**config.mk**
```make
export PLATFORM = sky130hd
export DESIGN_NAME = svm_ctrl
export DESIGN_NICKNAME = d
export VERILOG_FILES = /design/src/rtl/sample_voice_mixer_unit_defines.svh /design/src/rtl/svm_pkg.sv /design/src/rtl/svm_ctrl.sv
export SDC_FILE = /design/constraint.sdc
export NUM_CORES = 1
export LEC_CHECK = 0
export ABC_AREA = 0
export BUFFER_PORTS_ARGS = -buffer_cell sky130_fd_sc_hd__buf_2
export CAP_MARGIN = 20
export CORE_MARGIN = 2
export CORE_UTILIZATION = 29
export CTS_BUF_LIST = sky130_fd_sc_hd__clkbuf_8
export CTS_CLUSTER_SIZE = 40
export DETAILED_ROUTE_END_ITERATION = 12
export GPL_ROUTABILITY_DRIVEN = 1
export SLEW_MARGIN = 5
export SYNTH_ARGS = -nofsm -noshare
export SYNTH_HDL_FRONTEND = slang
export SYNTH_SLANG_ARGS = --single-unit
export TNS_END_PERCENT = 100
```
**constraint.sdc**
```tcl
create_clock -name clk -period 2.55 [get_ports clk]
set_input_delay 0 -clock clk [delete_from_list [all_inputs] [get_ports clk]]
set_output_delay 0 -clock clk [all_outputs]
set_load 0.005 [all_outputs]
```
**src/rtl/sample_voice_mixer_unit_defines.svh**
```systemverilog
`ifndef SAMPLE_VOICE_MIXER_UNIT_DEFINES_SVH
`define SAMPLE_VOICE_MIXER_UNIT_DEFINES_SVH

// same-cycle implication, checked on clk, off during rst
`define SVM_CHECK(label, ante, cons) \
  label: assert property (@(posedge clk) disable iff (rst) (ante) |-> (cons)) \
    else $error("svm check failed");

// next-cycle implication, checked on clk, off during rst
`define SVM_CHECK_NEXT(label, ante, cons) \
  label: assert property (@(posedge clk) disable iff (rst) (ante) |=> (cons)) \
    else $error("svm check failed");

`endif

```
**src/rtl/svm_pkg.sv**
```systemverilog
`timescale 1ns / 1ps

package svm_pkg;

  localparam int VOICE_COUNT  = 8;
  localparam int SAMPLE_WORDS = 65536;

  localparam int VIDX_W  = (VOICE_COUNT > 1) ? $clog2(VOICE_COUNT) : 1;
  localparam int SADDR_W = $clog2(SAMPLE_WORDS);
  localparam int ACC_W   = 22 + VIDX_W;
  localparam int ENDED_W = 8;

  localparam logic [2:0] OP_TICK   = 3'd0;
  localparam logic [2:0] OP_WRITE  = 3'd1;
  localparam logic [2:0] OP_PLAY   = 3'd2;
  localparam logic [2:0] OP_PAUSE  = 3'd3;
  localparam logic [2:0] OP_RESUME = 3'd4;
  localparam logic [2:0] OP_STOP   = 3'd5;

  typedef struct packed {
    logic [2:0]         op;
    logic [2:0]         voice;
    logic [15:0]        address;
    logic signed [15:0] sample;
    logic [15:0]        start_req;
    logic [15:0]        length;
    logic [15:0]        frame_count;
    logic [15:0]        gain;
    logic               stereo;
  } req_t;

  typedef struct packed {
    logic               is_frame;
    logic signed [15:0] left;
    logic signed [15:0] right;
    logic [7:0]         ended_mask;
  } rsp_t;

  typedef struct packed {
    logic              apply;
    logic              fetch;
    logic              fetch_right;
    logic              finish_voice;
    logic              acc_left;
    logic              acc_right;
    logic              load_out;
    logic              out_frame;
    logic [VIDX_W-1:0] voice;
  } cmd_t;

  typedef struct packed {
    logic playing;
    logic at_end;
    logic stereo;
  } sts_t;

endpackage

```
**src/rtl/svm_ctrl.sv**
```systemverilog
`timescale 1ns / 1ps

module svm_ctrl
  import svm_pkg::*;
(
  input  logic       clk,
  input  logic       rst,
  input  logic       req_valid,
  input  logic [2:0] req_op,
  output logic       req_ready,
  input  logic       rsp_ready,
  output logic       rsp_valid,
  input  sts_t       sts,
  output cmd_t       cmd
);

  localparam logic [2:0] S_IDLE  = 3'd0;
  localparam logic [2:0] S_VISIT = 3'd1;
  localparam logic [2:0] S_RDL   = 3'd2;
  localparam logic [2:0] S_ACCL  = 3'd3;
  localparam logic [2:0] S_ACCR  = 3'd4;
  localparam logic [2:0] S_FIN   = 3'd5;

  localparam logic [VIDX_W-1:0] LAST_VOICE = VIDX_W'(VOICE_COUNT - 1);

  logic [2:0]        state, state_next;
  logic [VIDX_W-1:0] voice, voice_next;
  logic              tick, tick_next;
  logic              rsp_valid_next;
  logic              advance;

  always_ff @(posedge clk) begin
    if (rst) begin
      state     <= S_IDLE;
      voice     <= '0;
      tick      <= 1'b0;
      rsp_valid <= 1'b0;
    end else begin
      state     <= state_next;
      voice     <= voice_next;
      tick      <= tick_next;
      rsp_valid <= rsp_valid_next;
    end
  end

  always_comb begin
    state_next = state;
    voice_next = voice;
    tick_next  = tick;
    advance    = 1'b0;
    req_ready  = 1'b0;
    cmd        = '0;
    cmd.voice  = voice;
    unique case (state)
      S_IDLE: begin
        req_ready = 1'b1;
        if (req_valid) begin
          cmd.apply = 1'b1;
          if (req_op == OP_TICK) begin
            tick_next  = 1'b1;
            voice_next = '0;
            state_next = S_VISIT;
          end else begin
            tick_next  = 1'b0;
            state_next = S_FIN;
          end
        end
      end
      S_VISIT: begin
        if (!sts.playing) begin
          advance = 1'b1;
        end else if (sts.at_end) begin
          cmd.finish_voice = 1'b1;
          advance          = 1'b1;
        end else begin
          cmd.fetch  = 1'b1;
          state_next = S_RDL;
        end
      end
      S_RDL: begin
        cmd.fetch_right = sts.stereo;
        state_next      = S_ACCL;
      end
      S_ACCL: begin
        cmd.acc_left  = 1'b1;
        cmd.acc_right = !sts.stereo;
        if (sts.stereo) begin
          state_next = S_ACCR;
        end else begin
          advance = 1'b1;
        end
      end
      S_ACCR: begin
        cmd.acc_right = 1'b1;
        advance       = 1'b1;
      end
      S_FIN: begin
        if (!rsp_valid || rsp_ready) begin
          cmd.load_out  = 1'b1;
          cmd.out_frame = tick;
          state_next    = S_IDLE;
        end
      end
      default: begin
        state_next = S_IDLE;
      end
    endcase
    if (advance) begin
      if (voice == LAST_VOICE) begin
        state_next = S_FIN;
      end else begin
        voice_next = voice + 1'b1;
        state_next = S_VISIT;
      end
    end
  end

  always_comb begin
    rsp_valid_next = rsp_valid;
    if (cmd.load_out) begin
      rsp_valid_next = 1'b1;
    end else if (rsp_ready) begin
      rsp_valid_next = 1'b0;
    end
  end

endmodule

```
# Word level (Yosys, flattened, before mapping)
# Cells that the tools add are included.
dict set report word_totals {
  ff_bits 8
  input_bits 10
  out_inout_bits 13
  word_cells 59
}
dict set report op_classes {
  n_addsub 1
  eq_ne 12
  n_mux 34
  reduce_logical 8
}
# operator n
set ops {}
lappend ops {{$mux 3} 13}
lappend ops {{$pmux 3 s6} 1}
lappend ops {{$mux 1} 16}
lappend ops {{$ne 3x3->1 const B} 5}
lappend ops {{$eq 3x3->1 const B} 3}
lappend ops {{$eq 3x2->1 const B} 2}
lappend ops {{$logic_not 3->1} 2}
lappend ops {{$reduce_and 6->1} 1}
lappend ops {{$mux 2} 2}
lappend ops {{$add 3x1->3 const B} 1}
lappend ops {{$eq 3x1->1 const B} 1}
lappend ops {{$pmux 1 s3} 1}
lappend ops {{$logic_not 1->1} 2}
lappend ops {{$ne 2x2->1 const B} 1}
lappend ops {{$pmux 1 s2} 1}
lappend ops {{$reduce_and 2->1} 1}
lappend ops {{$reduce_bool 2->1} 1}
lappend ops {{$logic_or 1x1->1} 1}

# Logic depth before layout (Yosys ltp)
# Gate-level depths: netlist of the first run.
dict set report depth {
  word_depth 6
  depth_mapped 5
}

# Least setup slack after synthesis of the first run
# Ideal clock, no wire load.
dict set report synth_timing {
  kind {reg2reg}
  start {register state[0]}
  end {register state[2]}
  setup_ns 0.079
  arrival_ns 1.271
  t_required_ns 2.471
  slack_ns 1.200
  stages_incl_launch_ff 5
  n_path_buf 1
  path_cell_list {dfxtp_1 > buf_6 > or4b_1 > a21o_1 > a211oi_2}
}
dict set report synth_via {
  elab_chain_cells 4
  word_cells_on_any_way 16
}
# element line_no
set synth_rtl {}
lappend synth_rtl {{from (decl)} svm_ctrl.sv:26} ;# logic [2:0] state, state_next;
lappend synth_rtl {{from (signal assigned)} svm_ctrl.sv:39} ;# state <= state_next;
lappend synth_rtl {{$eq 3x3->1 (tied with other cells)} svm_ctrl.sv:54} ;# unique case (state)
lappend synth_rtl {{$pmux 1 s3} svm_ctrl.sv:54}
lappend synth_rtl {{$ne 3x3->1 (no source line) / $ne 2x2->1 (equally long branches)} -}
lappend synth_rtl {{$reduce_and 6->1 (no source line)} -}
# Parallel ways exist; a longest one is shown, timed or not.
# A chain may end at the register's enable or synchronous reset.

# Worst setup path in the final report of the first run
dict set report layout_timing {
  start {register state[0]}
  end {register voice[0]}
}
dict set report layout_via {
  elab_chain_cells 4
  word_cells_on_any_way 8
}
# element line_no
set layout_rtl {}
lappend layout_rtl {{$logic_not 3->1} svm_ctrl.sv:54}
lappend layout_rtl {{$mux 3} svm_ctrl.sv:54}
lappend layout_rtl {{$mux 3} svm_ctrl.sv:109} ;# if (voice == LAST_VOICE) begin
lappend layout_rtl {{$mux 3 (*)} svm_ctrl.sv:108} ;# if (advance) begin
lappend layout_rtl {{to (signal assigned)} svm_ctrl.sv:40} ;# voice <= voice_next;
lappend layout_rtl {{to (decl)} svm_ctrl.sv:27} ;# logic [VIDX_W-1:0] voice, voice_next;
# Every way passes the cells marked *; elsewhere a longest branch is shown, timed or not.

==> results of run 1 <==
==> worst reg2reg max path, cell delays in order (launching register included) <==
cell       delay [ns]
dfxtp_1          0.54
inv_1            0.09
a2111oi_2        0.33
o21ba_2          0.27
mux2i_1          0.19
==> Yosys cell counts <==
cell / count
inv_1: 3
a211oi_2: 1
nor3_1: 4
dfxtp_1: 8
a21o_1: 1
or4b_1: 1
buf_1: 1
or2_2: 1
o21ai_0: 1
nor2_1: 6
a21oi_1: 3
nor2b_1: 1
mux2i_1: 4
o21ba_2: 1
nor4bb_1: 1
nand3_1: 1
xnor2_1: 1
buf_6: 1
buf_4: 1
ha_1: 2
o22ai_2: 1
nand3b_1: 2
nor4b_2: 1
buf_2: 2
or3_1: 1
a2111oi_2: 1
and2_1: 1
nand2b_1: 4
nand2_1: 4
==> registers in the layout (all words and copies together) (netlist names) <==
| signal | cells |
|---|---|
| state | 3 |
| voice | 3 |
| rsp_valid | 1 |
| tick | 1 |
==> logic make-up after synthesis <==
logic type      count (synthesis)  share of synthesized area [%]
compound gates                  9                           15.0
buf+inv                         8                           8.45
fa+ha+maj                       2                           4.83
simple gates                   28                           31.4
xor+xnor                        1                           1.69
flops                           8                           30.9
mux                             4                           7.73
==> power by group <==
part | switching (W) | total, W | internal [W] | leakage, nW
sequential | 0.0000737 | 0.000236 | 0.000163 | 0.0654
combinational | 0.000121 | 0.000276 | 0.000155 | 0.227
clock | 0.0000467 | 0.000149 | 0.000102 | 0.0216
==> worst min-delay path by stage <==
stage / start / endpoint / slack, ns / cells after the start
after global placement: sts[1] / cmd[9] / 0.23 / 3
after CTS: rst / state[2] / 0.05 / 2
final: rst / state[2] / 0.05 / 2
after global routing: rst / state[2] / 0.08 / 2
after floorplan: sts[1] / cmd[9] / 0.03 / 1
after detailed placement: sts[1] / cmd[9] / 0.24 / 3
==> stage by stage <==
stage                     worst slack, ns  utilization (%)
after floorplan                      1.20                -
after global placement               1.06             36.7
after detailed placement             1.03             36.7
after CTS                            1.03             39.1
after global routing                0.882             39.1
final                                1.05             39.1
==> layout make-up <==
cell class,count,area [um^2]
Fill cell,182,1040
Timing Repair Buffer,22,110
Tap cell,25,31.3
Multi-Input combinational cell,44,314
Inverter,3,11.3
Sequential cell,8,160
Clock buffer,3,41.3
==> placed cells by master (no fill, tap or decap), drive strengths merged <==
| cell type | instances |
|---|---|
| nor2b | 1 |
| nand3b | 2 |
| nor4bb | 1 |
| ha | 2 |
| o21ba | 1 |
| xnor2 | 1 |
| inv | 3 |
| nor3 | 4 |
| o22ai | 1 |
| a21oi | 3 |
| clkbuf | 3 |
| nor4b | 1 |
| nand3 | 1 |
| o21ai | 1 |
| buf | 22 |
| and2 | 1 |
| a211oi | 1 |
| nor2 | 6 |
| mux2i | 4 |
| nand2 | 4 |
| dfxtp | 8 |
| a21o | 1 |
| or4b | 1 |
| nand2b | 4 |
| or3 | 1 |
| or2 | 1 |
| a2111oi | 1 |
==> layer usage <==
| layer | part of all wire (%) | track usage (%) | wire, um |
|---|---|---|---|
| met1 | 49 | 13.3 | 473 |
| met2 | 41 | 15.0 | 390 |
| met3 | 7.2 | 1.57 | 69 |
| met4 | 2.6 | 6.86 | 25 |
| met5 | 0 | 0 | 0 |
==> flow_summary.json, run 1 <==
{
  "ant_nets": 0,
  "ys_ff_latch": 8,
  "gr-total-overflow": 0,
  "crit_path_end": "voice[0]",
  "grt_pass1_wl_um": 1550,
  "cts_resized": 0,
  "tightestPinTransition_ns": 0.409,
  "critPathKind": "flip-flop to flip-flop",
  "seq_area_frac_synth_pct": 30.9,
  "instances_no_fill": 105,
  "path_max_fanout": 12,
  "grt_antenna_before_repair": 0,
  "rr_worst_depth": 4,
  "maxSlewHeadroom_pct": 72.7,
  "grt.total_usage_pct": 10.1,
  "drt_wl_total_um": 959,
  "syn2layout_area_growth_pct": 29.0,
  "rsz0062_at_grt": "no",
  "grt_pass1_vias": 372,
  "p_leak_nw": 0.314,
  "cpPeakStageDelay_ns": 0.54,
  "cts_tree": "yes",
  "status": "finished clean",
  "worstPathCellList": "inv_1, a2111oi_2, o21ba_2, mux2i_1",
  "clock_sinks": 8,
  "die_h_um": 46.3,
  "hold_ws_ns": 0.0484,
  "rows": 15,
  "drive_gt1_share_pct": 38.8,
  "dp_hpwl_um": 762,
  "timing.rr.start": "state[0]",
  "hold_class": "primary input to flip-flop",
  "grt_max_degree": 13,
  "dp_cells": 102,
  "synth_top_area_share_pct": 30.9,
  "cp-start-kind": "flip-flop",
  "crit_family": "compound AO/OA/AOI/OAI gates",
  "cts_setup_buffers": 0,
  "clkTransAtPathRegs_ns": 0.04,
  "ioPinCount": 23,
  "critPathSlowestCell": "dfxtp_1",
  "end_kind": "flip-flop",
  "final_area_um2": 668,
  "period_share_pct": 58.8,
  "worstSetupStartpoint": "state[0]",
  "placed_cell_area_um2": 627,
  "initial_utilization_pct": 30.3,
  "design.final.nets": 94,
  "clock_latency_ns": 0.22,
  "numCtsBuffers": 3,
  "drtPass1Iterations": 4,
  "die_area_um2": 2140,
  "worst-path-buf-inv": 1,
  "syn_inst": 60,
  "cts_hold_buffers": 0,
  "htreeDepth": 1,
  "cp.depth": 4,
  "yosys.area.top_type": "dfxtp_1",
  "core_area_um2": 1710,
  "synth_area_um2": 518,
  "synth_area_per_cell_um2": 8.63,
  "root_buffer": "clkbuf_8",
  "setup_tns_ns": 0,
  "drtIter0Drc": 5,
  "timing.rr.end": "voice[0]",
  "hold_violations": 0,
  "viasPerCell": 4.42,
  "yosysWarningCount": 0,
  "clock.fmax_mhz": 667,
  "cp.required_ns": 2.71,
  "min_period_ns": 1.50,
  "fin_worst_skew_ns": 0.00176,
  "powerDensity_nw_per_um2": 989,
  "maxSlewViolCount": 0,
  "die_w_um": 46.3,
  "setup_violations": 0,
  "antenna_cells": 0,
  "yosysUniqueCellTypes": 29,
  "clockBufferDepth": 2,
  "port_buffers": 22,
  "drc": 0,
  "vias": 464,
  "peakVddDrop_uv": 532,
  "place_congestion": 0.634,
  "maxCapViolCount": 0,
  "total_power_w": 0.000661,
  "reg2reg_slack_ns": 1.05,
  "synthTopCellsByArea": "dfxtp_1 (31%), mux2i_1 (7.7%), ha_1 (4.8%)",
  "avgRoutedWirePerCell_um": 9.13,
  "syn_nets": 72,
  "arrival_ns": 1.66
}
No activity file was read; power rests on OpenSTA's default activity.
==> run 2: changes to the inputs <==
Clock period 2.55 ns to 1.5 ns, I/O delays scaled along.
==> flow_summary.json, run 2 (synthesis gave the netlist of run 1 again) <==
{
  "status": "finished clean",
  "pwr-share-comb_pct": 47.2,
  "peakVddDrop_uv": 806,
  "cts_hold_buffers": 0,
  "numCtsBuffers": 3,
  "drive_gt1_share_pct": 43.4,
  "hold_violations": 0,
  "clockBufferDepth": 2,
  "path_max_fanout": 11,
  "setup_violations": 0,
  "end_kind": "flip-flop",
  "htreeDepth": 1,
  "cp.required_ns": 1.64,
  "maxSlewViolCount": 0,
  "die_area_um2": 2140,
  "port_buffers": 22,
  "seqCellArea_um2": 163,
  "grt_max_degree": 12,
  "p_switching_w": 0.000432,
  "rr_worst_depth": 3,
  "design.final.nets": 97,
  "critPathKind": "flip-flop to flip-flop",
  "timing.rr.end": "state[2]",
  "vias": 474,
  "ant_nets": 0,
  "tightestPinTransition_ns": 0.381,
  "drt_wl_total_um": 1050,
  "gr-total-overflow": 0,
  "clock_sinks": 8,
  "drc": 0,
  "p_leak_nw": 0.332,
  "cts_tree": "yes",
  "clock.fmax_mhz": 733,
  "power_frac_seq_pct": 31.7,
  "root_buffer": "clkbuf_8",
  "worstPathCellList": "or4b_1, a21o_1, a211oi_2",
  "worstSetupStartpoint": "state[1]",
  "cp-start-kind": "flip-flop",
  "p_clk_share_pct": 21.1,
  "cpPeakStageDelay_ns": 0.53,
  "layout_setup_ws_ns": 0.136,
  "timing.rr.start": "state[1]",
  "fin_worst_skew_ns": 0.00236,
  "rsz0062_at_grt": "no",
  "clkTransAtPathRegs_ns": 0.04,
  "setup_tns_ns": 0,
  "instances_no_fill": 108,
  "clock_latency_ns": 0.22,
  "reg2reg_slack_ns": 0.14,
  "final_cell_mix": "buf_2 (22), nor2_1 (6), dfxtp_1 (6)",
  "die_w_um": 46.3,
  "maxSlewHeadroom_pct": 74.6,
  "drtIter0Drc": 0,
  "critPathSlowestCell": "or4b_1",
  "initial_utilization_pct": 30.3,
  "dp_hpwl_um": 810,
  "dp_slack_ns": 0.0373,
  "die_h_um": 46.3,
  "n_fill_cell": 189,
  "placed_cell_area_um2": 649,
  "arrival_ns": 1.50,
  "cts_setup_buffers": 0,
  "final_area_um2": 699,
  "maxCapViolCount": 0,
  "syn2layout_area_growth_pct": 35.0,
  "grt.total_usage_pct": 11.2,
  "antenna_cells": 0,
  "min_period_ns": 1.36,
  "avgRoutedWirePerCell_um": 9.68,
  "switching_share_pct": 35.8,
  "grt_pass1_vias": 420,
  "powerDensity_nw_per_um2": 1720,
  "dp_cells": 105,
  "hold_class": "primary input to flip-flop",
  "multi_input_area_um2": 320,
  "place_congestion": 0.714,
  "crit_path_end": "state[2]",
  "utilization_pct": 41.0,
  "cts_resized": 0,
  "viasPerCell": 4.39,
  "reg_top3": "state x3, voice x3",
  "grt_antenna_before_repair": 0,
  "core_area_um2": 1710,
  "p_int_w": 0.000774,
  "ioPinCount": 23,
  "mostFrequentLayoutCell": "buf_2",
  "period_share_pct": 91.0,
  "grt_pass1_wl_um": 1720,
  "rows": 15,
  "drtPass1Iterations": 1
}
## run 2: cell types whose count changed in the layout (fill, tap and decap cells not counted)
cell	delta
buf_4	+3
dfxtp_1	-2
dfxtp_2	+2
o21ba_2	-1
o21ba_4	+1
## run 2: layer usage
metal | vias to the layer above | global-route usage (%) | wire [um]
li1 | 252 | - | -
met1 | 204 | 14.3 | 513
met2 | 16 | 17.8 | 462
met3 | 2 | 2.35 | 60
met4 | 0 | 5.14 | 8
met5 | - | 0 | 0
## run 2: power groups by stage
stage / Sequential, W / Combinational [W] / Clock (W)
4_1_cts: 0.000378 / 0.000557 / 0.000259
6_report: 0.000383 / 0.000569 / 0.000254
2_1_floorplan: 0.000320 / 0.000457 / 0
3_3_place_gp: 0.000375 / 0.000552 / 0
3_5_place_dp: 0.000379 / 0.000555 / 0
5_1_grt: 0.000402 / 0.000638 / 0.000265
## run 2: stage by stage
step / hold WS [ns] / power, W
2_1_floorplan: 0.0311 / 0.000777
3_3_place_gp: 0.230 / 0.000927
3_5_place_dp: 0.232 / 0.000935
4_1_cts: 0.0553 / 0.00119
5_1_grt: 0.0669 / 0.00131
6_report: 0.0452 / 0.00121
## run 2: area by class of cell
| class | instances | area share, % |
|---|---|---|
| repair buffers | 25 | 19.0 |
| multi-input cells | 44 | 45.8 |
| inverters | 3 | 1.61 |
| well taps | 25 | 4.47 |
| clock buffers | 3 | 5.90 |
| flip-flops and latches | 8 | 23.3 |
## run 2: worst min-delay path by stage
stage | end | depth (start not counted) | slack, ns | startpoint
finish | state[2] | 2 | 0.05 | rst
global route | state[2] | 2 | 0.07 | rst
CTS | state[2] | 2 | 0.06 | rst
detailed placement | cmd[9] | 3 | 0.23 | sts[1]
global placement | cmd[9] | 3 | 0.23 | sts[1]
floorplan | cmd[9] | 1 | 0.03 | sts[1]
## run 2: worst max-delay path, delay by kind of cell, from the launching register on
family / cells / cell delay (ns)
compound gates: 2 / 0.38
flops: 1 / 0.37
simple gates: 1 / 0.53
